<file path="src/rtl/mss_pkg.sv">
// Shared constants, codes and types of the multi-stack slot store.
package mss_pkg;

  localparam int TOTAL_SLOTS = 256;
  localparam int MAX_STACKS  = 8;
  localparam int DATA_WIDTH  = 32;

  localparam int SLOT_AW    = $clog2(TOTAL_SLOTS);
  localparam int SEL_W      = $clog2(MAX_STACKS);
  localparam int FILL_W     = 9;
  localparam int NSTK_W     = 4;
  localparam int PSIZE_W    = 9;
  localparam int BASE_W     = SEL_W + PSIZE_W;
  localparam int SUM_W      = BASE_W + 1;
  localparam int CFG_IDX_W  = 1;
  localparam int CFG_DATA_W = 9;

  localparam logic [NSTK_W-1:0]  NSTK_RESET  = NSTK_W'(8);
  localparam logic [PSIZE_W-1:0] PSIZE_RESET = PSIZE_W'(32);

  localparam logic REQ_PUSH = 1'b0;
  localparam logic REQ_POP  = 1'b1;

  typedef enum logic [1:0] {
    ST_OK    = 2'd0,
    ST_FULL  = 2'd1,
    ST_EMPTY = 2'd2,
    ST_BAD   = 2'd3
  } status_e;

  typedef enum logic [CFG_IDX_W-1:0] {
    CFG_NUM_STACKS = 1'b0,
    CFG_PART_SIZE  = 1'b1
  } cfg_reg_e;

  typedef struct packed {
    logic load_req;
    logic exec;
    logic load_out;
  } mss_cmd_t;

endpackage

</file>
<file path="src/rtl/mss_ctrl.sv">
// Sequencing controller: request intake, execute step and result register control.
module mss_ctrl (
  input  logic              clk_i,
  input  logic              rst_ni,
  input  logic              req_valid_i,
  output logic              req_ready_o,
  output logic              rsp_valid_o,
  input  logic              rsp_ready_i,
  output mss_pkg::mss_cmd_t cmd_o
);
  import mss_pkg::*;

  localparam logic [1:0] S_IDLE = 2'd0;
  localparam logic [1:0] S_EVAL = 2'd1;
  localparam logic [1:0] S_RESP = 2'd2;

  logic [1:0] state_q, state_d;
  logic       out_valid_q, out_valid_d;
  logic       out_free;

  assign out_free       = !out_valid_q || rsp_ready_i;
  assign req_ready_o    = (state_q == S_IDLE);
  assign rsp_valid_o    = out_valid_q;
  assign cmd_o.load_req = req_valid_i && req_ready_o;
  assign cmd_o.exec     = (state_q == S_EVAL);
  assign cmd_o.load_out = (state_q == S_RESP) && out_free;

  always_comb begin
    state_d = state_q;
    case (state_q)
      S_IDLE: begin
        if (cmd_o.load_req) state_d = S_EVAL;
      end
      S_EVAL: begin
        state_d = S_RESP;
      end
      S_RESP: begin
        if (out_free) state_d = S_IDLE;
      end
      default: begin
        state_d = S_IDLE;
      end
    endcase
  end

  always_comb begin
    out_valid_d = out_valid_q;
    if (cmd_o.load_out) begin
      out_valid_d = 1'b1;
    end else if (rsp_ready_i) begin
      out_valid_d = 1'b0;
    end
  end

  always_ff @(posedge clk_i or negedge rst_ni) begin
    if (!rst_ni) begin
      state_q     <= S_IDLE;
      out_valid_q <= 1'b0;
    end else begin
      state_q     <= state_d;
      out_valid_q <= out_valid_d;
    end
  end

  // A request beat is always followed by exactly one execute step.
  assert property (@(posedge clk_i) disable iff (!rst_ni)
    cmd_o.load_req |=> cmd_o.exec)
    else $error("execute step did not follow request beat");

  assert property (@(posedge clk_i) disable iff (!rst_ni)
    $onehot0(cmd_o))
    else $error("more than one datapath command at once");

  // Loading the result register must present a result beat next cycle.
  assert property (@(posedge clk_i) disable iff (!rst_ni)
    cmd_o.load_out |=> rsp_valid_o)
    else $error("loaded result not presented");

endmodule

</file>
<file path="config.mk">
export PLATFORM = sky130hd
export DESIGN_NAME = mss_ctrl
export DESIGN_NICKNAME = d
export VERILOG_FILES = /design/src/rtl/mss_pkg.sv /design/src/rtl/mss_ctrl.sv
export SDC_FILE = /design/constraint.sdc
export NUM_CORES = 1
export LEC_CHECK = 0
export ABC_AREA = 1
export ABC_CLOCK_PERIOD_IN_PS = 1080
export BUFFER_PORTS_ARGS = -buffer_cell sky130_fd_sc_hd__buf_2
export CAP_MARGIN = 10
export CORE_AREA = 5 5 42 44
export DETAILED_ROUTE_END_ITERATION = 7
export DIE_AREA = 0 0 47 49
export PLACE_DENSITY = 0.33
export SETUP_SLACK_MARGIN = 0.2
export SLEW_MARGIN = 20
export SYNTH_ARGS = -nofsm -noshare
export SYNTH_HDL_FRONTEND = slang
export SYNTH_SLANG_ARGS = --single-unit
</file>
<file path="constraint.sdc">
create_clock -name clk_i -period 1.08 [get_ports clk_i]
set_input_delay 0.108 -clock clk_i [delete_from_list [all_inputs] [get_ports clk_i]]
set_output_delay 0.108 -clock clk_i [all_outputs]
set_load 0.05 [all_outputs]
</file>
**Yosys cells after proc, flatten, opt, wreduce, memory -nomap -nowiden**

Cells that the tools add are included.

- Input port bits: 4
- Bits in registers: 3

- Eq/ne operators: 4
- Reduce and logical (&&, ||, !) cells: 7
- Multiplexer cells: 5

Operator list:

| cell | number |
|---|---|
| one-hot mux 2 bit (3 select lines) | 1 |
| two-way mux 2 bit | 2 |
| == test 2 x 1 -> 1 bit, second input constant | 1 |
| == test 2 bit, second input constant | 1 |
| logical AND 1 bit | 2 |
| logical NOT 2 bit | 1 |
| two-way mux 1 bit | 2 |
| inequality test 2 x 1 -> 1 bit, second input constant | 1 |
| inequality test 2 bit, second input constant | 1 |
| AND reduction 2 bit | 1 |
| nonzero test 2 bit | 1 |
| logical NOT 1 bit | 1 |
| logical OR 1 bit | 1 |

**Logic depth before layout (Yosys ltp)**

Gate-level depths: netlist of the first run.

- Depth after elaboration: 4
- Depth in mapped cells: 4
- Mapped depth without buffers: 4

**Worst setup path after synthesis of the first run**

Ideal clock, no wire load.

- Path type: register -> output
- Start point: register state_q[1]
- End point: output port cmd_o[2] in the netlist's numbering
- Path slack: -0.627 ns
- Arrival time: 1.599 ns
- Data required time: 0.972 ns
- Stages on the path, launching flop included: 2
- Cells stage by stage: dfrtp_1 > nor3b_1

RTL lines:

| element | RTL line | RTL |
|---|---|---|
| start, declared | mss_ctrl.sv:17 | `logic [1:0] state_q, state_d;` |
| start signal, assigned | mss_ctrl.sv:60 | `state_q <= state_d;` |
| end, declared | mss_ctrl.sv:9 | `output mss_pkg::mss_cmd_t cmd_o` |

==> out/results.md, run 1 <==
| Parameter | This run | Unit |
|---|---|---|
| Net count reported at finish | 39 | - |
| Peak supply drop | 799 | uV |
| Core ar. | 1400 | um^2 |
| Post-Route WL | 410 | um |
| Number of instances in the synthesized netlist | 19 | - |
| Number of stages on the worst hold path | 2 | - |
| Share of post-route cells with drive strength above 1 | 0.765 | - |
| Clk Latency, worst-skew pair | 0.23 | ns |
| Failing checks | negative setup slack | - |
| Number of different library cells in the post-synthesis netlist | 9 | - |
| HPWL after detailed placement | 298 | um |
| Drt initial violations | 0 | - |
| Number of flip-flops and latches in the synthesized netlist | 3 | - |
| Top-level I/O count | 9 | - |
| CP cell instances | inv_4 > nand2_4 > nor2_4 > buf_6 | - |
| Nature of the critical path startpoint | flip-flop | - |
| Avg Inst Size Synth | 7.90 | um^2 |
| Status | finished, violations left | - |
| Data arrival time of the worst path | 1.08 | ns |
| Final-report setup violation count | 4 | - |
| PortBufs | 8 | - |
| Largest stage delay on the critical path | 0.45 | ns |
| Actual transition at the worst max-transition pin | 0.245 | ns |
| Remaining antenna violation count | 0 | - |
| Number of diodes | 0 | - |
| Number of buffers between clock root and the deepest sink | 2 | - |
| Cell count of the worst reg-to-reg path | 5 | - |
| Data required time at the worst endpoint | 0.97 | ns |
| Area of the die | 2300 | um^2 |
| Yosys warning total | 0 | - |
| Destination of the critical timing path | cmd_o[0] | - |
| TritonCTS clock tree | built | - |
| Final estimated routing congestion in global placement | 0.625 | - |
| First-pass GRT wire length | 724 | um |
| Sequential share of the synthesized area | 0.500 | - |
| Minimum clock period | 1.19 | ns |
| Width of the die | 47 | um |
| Setup repair after global routing missed its margin | true | - |
| Worst clock skew | 0.00249 | ns |
| Post-synthesis net count | 23 | - |
| FF-to-FF setup slack | 0.19 | ns |
| PwrDens | 2930 | nW/um^2 |
| Max-slew headroom at the worst pin | 0.836 | - |
| Tightest hold margin | 0.0862 | ns |
| Post-route clock period utilization | 1.10 | - |
| Layout area overhead | 128 | % |
| Vias in the first global route | 183 | - |
| Cell chosen for the clock root | clkbuf_4 | - |
| Cts bufs inserted | 3 | - |
| Largest fanout on the critical path | 4 | - |
| Largest net degree at the start of global routing | 7 | - |
| Aggregate global routing overflow | 0 | - |
| DRC errors left | 0 | - |
| Worst Setup SP | state_q[0] | - |
| Starting density of the core | 0.107 | - |
| Kind of critical path | flip-flop to output pin | - |
| CTS clock-pin slew for the worst setup and hold paths | 0.04 | ns |
| Setup slack after layout | -0.112 | ns |
| Number of max-slew violations in the final report | 0 | - |
| Detail-routed net length per standard cell | 8.20 | um |
| Via-per-instance ratio | 3.32 | - |
| Antenna violations before repair | 0 | - |
| Number of sinks driven by the clock tree | 3 | - |
| Clock H-tree levels | 1 | - |
| Leak pwr | 0.158 | nW |
| Worst flop-to-flop path startpoint | state_q[0] | - |
| Global routing usage summed across all routing layers | 0.0451 | - |
| Worst-path cell with the longest stage delay | dfrtp_2 | - |
| DR vias | 166 | - |
| Initial DRT Pass Iterations | 1 | - |
| Worst R2R End | state_q[1] | - |
| Die Ht | 49 | um |
| Standard-cell rows | 14 | - |
| Critical path capture point type | output pin | - |
| Maximum frequency from static timing analysis | 0.839 | GHz |
| Path type of the worst min-delay path | input pin to flip-flop | - |
| Number of max-capacitance violations reported | 0 | - |
| Post-Syn Area | 150 | um^2 |
| Final total power | 1.01 | mW |
| Final Hold Vio Count | 0 | - |
[worst min-delay path by stage]
stage / from / to
2_1_floorplan: rst_ni / rsp_valid_o
3_3_place_gp: rst_ni / state_q[0]
3_5_place_dp: rst_ni / state_q[0]
4_1_cts: rsp_ready_i / rsp_valid_o
5_1_grt: rsp_ready_i / rsp_valid_o
6_report: rsp_ready_i / rsp_valid_o
[synthesized netlist by cell type]
cell     n  area [um^2]
inv_1    3         11.3
nor2_1   4         15.0
nand2_1  3         11.3
nor2_2   1         6.26
dfrtp_1  3         75.1
inv_2    1         3.75
nor3b_1  2         15.0
o21ai_0  1         5.00
buf_4    1         7.51
[critical path, delay by kind of cell (launching register included)]
| family | cells | cell delay, ns |
|---|---|---|
| buffers and inverters | 2 | 0.25 |
| and+or+nand+nor | 2 | 0.15 |
| DFF | 1 | 0.45 |
[placed cells by master, fill, tap and decap left out, drive strengths merged]
| master | Yosys | layout |
|---|---|---|
| buf | 1 | 11 |
| nor2 | 5 | 5 |
| clkbuf | 0 | 4 |
| inv | 4 | 4 |
| dfrtp | 3 | 3 |
| nand2 | 3 | 3 |
| nor3b | 2 | 2 |
| o21ai | 1 | 1 |
| dlygate4sd3 | 0 | 1 |
[stage by stage]
stage                     setup slack, ns  instances   TNS, ns  cell area [um^2]  utilization
after floorplan                    0.0320         19         0               176            -
after global placement             0.0125         43         0               233        0.166
after detailed placement         -0.00404         43  -0.00404               233        0.166
after CTS                          -0.139         48    -0.316               312        0.222
after global routing               -0.173         50    -0.480               343        0.245
final                              -0.112         50    -0.268               343        0.245
[logic make-up after synthesis]
logic type | Yosys count | synth area share
AO/OA/AOI/OAI | 1 | 0.0333
buffers and inverters | 5 | 0.150
flip-flops | 3 | 0.500
AND/OR/NAND/NOR | 10 | 0.317
[area by class of cell]
cell class                 count  area, um^2
timing repair buffer          12         111
inverter                       4        17.5
multi-input combinational     11        88.8
sequential                     3        78.8
fill                         155        1060
clock buffer                   4        26.3
tap                           16        20.0
[timing repair]
item                                   in CTS  in global routing
hold buffers                                1                  0
endpoints found under the hold margin       3                  0
setup endpoints to repair                   7                  7
buffers inserted                            0                  2
pin swaps                                   3                  4
gates resized for setup                    14                  5
[routing by layer]
layer | global-route usage | vias up | routed length, um
li1 | - | 86 | -
met1 | 0.0552 | 73 | 179
met2 | 0.0498 | 7 | 163
met3 | 0.0295 | 0 | 67
met4 | 0.0415 | 0 | 0
met5 | 0 | - | 0
[power by group]
group	switching, mW	internal, mW	leakage, nW	total [mW]
combinational	0.337	0.245	0.108	0.582
clock	0.0587	0.139	0.0150	0.197
sequential	0.0708	0.156	0.0345	0.226
[sequential cells by signal, indices dropped and copies added, names as in the netlist]
signal,count
rsp_valid_o,1
state_q,2
(Power assumes the default switching activity.)
==> run 2, diff against run 1 <==
PLACE_DENSITY = 0.39   (was 0.33)
==> out/results.md, run 2 (same netlist as run 1, synthesis figures left out) <==
| Parameter | This run | Unit |
|---|---|---|
| Status | finished, violations left | - |
| Failing checks | negative setup slack | - |
| PortBufs | 8 | - |
| Largest fanout on the critical path | 5 | - |
| Peak supply drop | 1180 | uV |
| Number of buffers inserted by post-CTS setup repair | 0 | - |
| Remaining antenna violation count | 0 | - |
| Aggregate global routing overflow | 0 | - |
| Detail-routed net length per standard cell | 8.15 | um |
| TritonCTS clock tree | built | - |
| Net count reported at finish | 36 | - |
| Starting density of the core | 0.107 | - |
| Worst flop-to-flop path startpoint | state_q[0] | - |
| Startpoint of the tightest hold check path | rsp_ready_i | - |
| Cts bufs inserted | 3 | - |
| Actual transition at the worst max-transition pin | 0.183 | ns |
| Worst Setup SP | state_q[0] | - |
| Top-level I/O count | 9 | - |
| Worst setup slack after placement | 0.0113 | ns |
| Post-place instance area | 225 | um^2 |
| Data required time at the worst endpoint | 0.97 | ns |
| Register bank with the most flops | state_q | - |
| Data arrival time of the worst path | 1.10 | ns |
| Non-filler cells, final | 47 | - |
| Antenna violations before repair | 0 | - |
| Final Hold Vio Count | 0 | - |
| Maximum frequency from static timing analysis | 0.830 | GHz |
| FF-to-FF setup slack | 0.29 | ns |
| Global routing usage summed across all routing layers | 0.0480 | - |
| Post-route clock period utilization | 1.12 | - |
| Kind of critical path | flip-flop to output pin | - |
| Clk Latency, worst-skew pair | 0.24 | ns |
| Largest net degree at the start of global routing | 7 | - |
| Final estimated routing congestion in global placement | 0.632 | - |
| Width of the die | 47 | um |
| Final non-filler cell area | 305 | um^2 |
| Setup slack after layout | -0.124 | ns |
| DR vias | 152 | - |
| Clock H-tree levels | 1 | - |
| Cell chosen for the clock root | clkbuf_4 | - |
| Final-report setup violation count | 4 | - |
| HPWL after detailed placement | 284 | um |
| Number of diodes | 0 | - |
| Via-per-instance ratio | 3.23 | - |
| Layout area overhead | 103 | % |
| Vias in the first global route | 168 | - |
| Area of the die | 2300 | um^2 |
| CTS clock-pin slew for the worst setup and hold paths | 0.04 | ns |
| Number of max-capacitance violations reported | 0 | - |
| First-pass GRT wire length | 710 | um |
| Number of max-slew violations in the final report | 0 | - |
| Share of post-route cells with drive strength above 1 | 0.677 | - |
| Leak pwr | 0.139 | nW |
| Standard-cell rows | 14 | - |
| Number of buffers between clock root and the deepest sink | 2 | - |
| PwrDens | 3020 | nW/um^2 |
| Number of flip-flops under the largest register name | 2 | - |
| Number of sinks driven by the clock tree | 3 | - |
| Number of fill cells | 164 | - |
| Setup TNS Final | -0.285 | ns |
| Core ar. | 1400 | um^2 |
| Max-slew headroom at the worst pin | 0.878 | - |
| Worst clock skew | 0.00503 | ns |
| Final total power | 0.921 | mW |
| DRC errors left | 0 | - |
| Critical path capture point type | output pin | - |
| Minimum clock period | 1.20 | ns |
| Post-Route WL | 383 | um |
| DP Cell Count | 42 | - |
| Die Ht | 49 | um |
| Setup repair after global routing missed its margin | true | - |
| Drt initial violations | 3 | - |
| Nature of the critical path startpoint | flip-flop | - |
| Top library cells by usage in the layout, fill and taps aside | 3 x clkbuf_4, 3 x buf_2, 3 x buf_6, 3 x dfrtp_2 | - |
| Path type of the worst min-delay path | input pin to flip-flop | - |
| Initial DRT Pass Iterations | 2 | - |
-- run 2: timing repair --
action                                  4_1_cts  5_1_grt
endpoints found under the hold margin         3        0
pin swaps                                     4        1
resized for setup                            13        1
endpoints found under the setup margin        5        5
hold buffers                                  1        0
-- run 2: power by group --
part,internal [mW],switching [mW],total (mW),leakage (nW)
logic,0.189,0.305,0.494,0.0893
clock network,0.139,0.0628,0.202,0.0150
registers,0.156,0.0688,0.225,0.0345
total,0.484,0.437,0.921,0.139
-- run 2: per-stage QoR --
stage | hold WS (ns) | util
after floorplan | -0.188 | -
after global placement | -0.0936 | 0.161
after detailed placement | -0.0921 | 0.161
after CTS | 0.0935 | 0.215
after global routing | 0.111 | 0.218
final | 0.0967 | 0.218
-- run 2: final cells by class --
type	count	area [um^2]	area share
tap	16	20.0	0.0656
timing repair buffer	9	88.8	0.291
multi-input combinational	11	76.3	0.250
sequential	3	78.8	0.258
clock buffer	4	26.3	0.0861
inverter	4	15.0	0.0492
-- run 2: final timing paths --
check                              end  cells past startpoint
setup / recovery              cmd_o[0]                      4
hold / removal             rsp_valid_o                      2
setup reg to reg           rsp_valid_o                      3
hold reg to reg             state_q[0]                      1
max in group asynchronous   state_q[1]                      2
min in group asynchronous   state_q[0]                      2
-- run 2: per-layer routing --
layer,vias up,global-route usage,routed length [um]
li1,81,-,-
met1,61,0.0509,186
met2,10,0.0520,131
met3,0,0.0701,65
met4,0,0.0138,0
met5,-,0,0
-- run 2: critical path, stage by stage, from the launching register on --
cell and delay, ns:
dfrtp_2 0.45, inv_2 0.10, nand2_2 0.06, nor2_2 0.09, buf_6 0.16
==> run 3, diff against run 2 <==
BUFFER_PORTS_ARGS = not set   (was -buffer_cell sky130_fd_sc_hd__buf_2)
DONT_BUFFER_PORTS = 1   (was not set)
PLACE_DENSITY = 0.34   (was 0.39)
==> out/results.md, run 3 (same netlist as run 1, synthesis figures left out) <==
| Parameter | This run | Unit |
|---|---|---|
| Terminating pin of the worst hold path | state_q[0] | - |
| Worst flop-to-flop path startpoint | state_q[0] | - |
| FF-to-FF setup slack | 0.22 | ns |
| Share of post-route cells with drive strength above 1 | 0.677 | - |
| Minimum clock period | 1.22 | ns |
| Number of buffers between clock root and the deepest sink | 2 | - |
| Number of diodes | 0 | - |
| Setup slack after layout | -0.137 | ns |
| Worst R2R End | state_q[1] | - |
| PwrDens | 2970 | nW/um^2 |
| Vias in the first global route | 176 | - |
| Aggregate global routing overflow | 0 | - |
| Number of flip-flops under the largest register name | 2 | - |
| Path type of the worst min-delay path | input pin to flip-flop | - |
| Initial DRT Pass Iterations | 4 | - |
| Final estimated routing congestion in global placement | 0.637 | - |
| Drt initial violations | 6 | - |
| Final Hold Vio Count | 0 | - |
| Global routing usage summed across all routing layers | 0.0465 | - |
| Data arrival time of the worst path | 1.11 | ns |
| First-pass GRT wire length | 662 | um |
| Cts bufs inserted | 3 | - |
| Antenna violations before repair | 0 | - |
| Via-per-instance ratio | 3.40 | - |
| HPWL after detailed placement | 292 | um |
| Width of the die | 47 | um |
| Number of stages on the worst hold path | 1 | - |
| Kind of critical path | flip-flop to output pin | - |
| Maximum frequency from static timing analysis | 0.822 | GHz |
| Number of fill cells | 162 | - |
| Final-report setup violation count | 4 | - |
| Post-layout util | 0.243 | - |
| Cell chosen for the clock root | clkbuf_4 | - |
| Worst-path cell with the longest stage delay | dfrtp_2 | - |
| DR vias | 160 | - |
| Remaining antenna violation count | 0 | - |
| Post-route clock period utilization | 1.13 | - |
| TritonCTS clock tree | built | - |
| Setup repair after global routing missed its margin | true | - |
| Worst clock skew | 0.000941 | ns |
| Die Ht | 49 | um |
| Starting density of the core | 0.107 | - |
| Net count reported at finish | 36 | - |
| Area of the die | 2300 | um^2 |
| Clk Latency, worst-skew pair | 0.23 | ns |
| Register bank with the most flops | state_q | - |
| Nature of the critical path startpoint | flip-flop | - |
| Largest stage delay on the critical path | 0.46 | ns |
| Number of sinks driven by the clock tree | 3 | - |
| PortBufs | 0 | - |
| Detail-routed net length per standard cell | 9.45 | um |
| Post-Route WL | 444 | um |
| DRC errors left | 0 | - |
| Critical path capture point type | output pin | - |
| DP Cell Count | 39 | - |
| CTS clock-pin slew for the worst setup and hold paths | 0.04 | ns |
| Max-slew headroom at the worst pin | 0.876 | - |
| Largest net degree at the start of global routing | 7 | - |
| CP cell instances | nor3b_4 > buf_12 | - |
| Largest fanout on the critical path | 6 | - |
| Number of max-slew violations in the final report | 0 | - |
| Non-filler cells, final | 47 | - |
| Status | finished, violations left | - |
| Failing checks | negative setup slack | - |
| Actual transition at the worst max-transition pin | 0.186 | ns |
| Core ar. | 1400 | um^2 |
| Data required time at the worst endpoint | 0.97 | ns |
| Standard-cell rows | 14 | - |
| Clock H-tree levels | 1 | - |
| Top library cells by usage in the layout, fill and taps aside | 3 x nor2_2, 3 x clkbuf_4, 3 x buf_12, 3 x dfrtp_2 | - |
| Cell count of the worst reg-to-reg path | 4 | - |
| Top-level I/O count | 9 | - |
| Number of max-capacitance violations reported | 0 | - |
| Leak pwr | 0.148 | nW |
| Startpoint of the tightest hold check path | req_valid_i | - |
| Layout area overhead | 127 | % |
| Peak supply drop | 1020 | uV |
## run 3: metal layers
layer  vias up  track usage  share of wire
met3         0       0.0738           0.17
met1        70       0.0530           0.48
li1         79            -              -
met5         -            0              0
met2        11       0.0430           0.35
met4         0       0.0138              0
## run 3: repair_timing
| action | CTS | global route |
|---|---|---|
| setup buffers | 0 | 2 |
| pin swaps | 1 | 1 |
| resized for setup | 5 | 1 |
| cloned | 0 | 0 |
| hold endpoints to repair | 4 | 0 |
| setup endpoints to repair | 5 | 5 |
| hold buffers | 2 | 0 |
## run 3: per-stage QoR
step / instance area (um^2) / power [mW] / setup TNS [ns] / hold slack [ns] / worst slack [ns]
after global placement: 260 / 0.729 / 0 / -0.187 / 0.0709
after detailed placement: 260 / 0.732 / 0 / -0.187 / 0.0716
final: 340 / 1.01 / -0.376 / 0.0256 / -0.137
after global routing: 340 / 1.07 / -0.593 / 0.0153 / -0.183
after floorplan: 176 / 0.542 / 0 / -0.188 / 0.0320
after CTS: 323 / 0.996 / -0.379 / 0.0212 / -0.137
## run 3: worst max-delay path, delay by kind of cell, from the launching register on
family | cells | cell delay [ns]
flip-flops | 1 | 0.46
buffers and inverters | 1 | 0.16
AND/OR/NAND/NOR | 1 | 0.25
## run 3: worst max path at each step
stage / startpoint / end / slack, ns / cells past startpoint
5_1_grt: state_q[0] / cmd_o[0] / -0.18 / 4
4_1_cts: state_q[1] / cmd_o[2] / -0.14 / 2
2_1_floorplan: state_q[0] / cmd_o[2] / 0.03 / 1
3_3_place_gp: state_q[0] / cmd_o[0] / 0.07 / 4
6_report: state_q[1] / cmd_o[2] / -0.14 / 2
3_5_place_dp: state_q[0] / cmd_o[0] / 0.07 / 4
## run 3: power breakdown
part / switching [mW] / internal, mW / total (mW)
sequential: 0.0660 / 0.156 / 0.222
clock: 0.0596 / 0.139 / 0.198
combinational: 0.327 / 0.264 / 0.591
total: 0.453 / 0.558 / 1.01
## run 3: final cells by class
cell class | instances | area (um^2) | share of cell area
Clock buffer | 4 | 26.3 | 0.0772
Multi-Input combinational cell | 11 | 78.8 | 0.232
Sequential cell | 3 | 78.8 | 0.232
Inverter | 4 | 15.0 | 0.0441
Tap cell | 16 | 20.0 | 0.0588
Timing Repair Buffer | 9 | 121 | 0.357
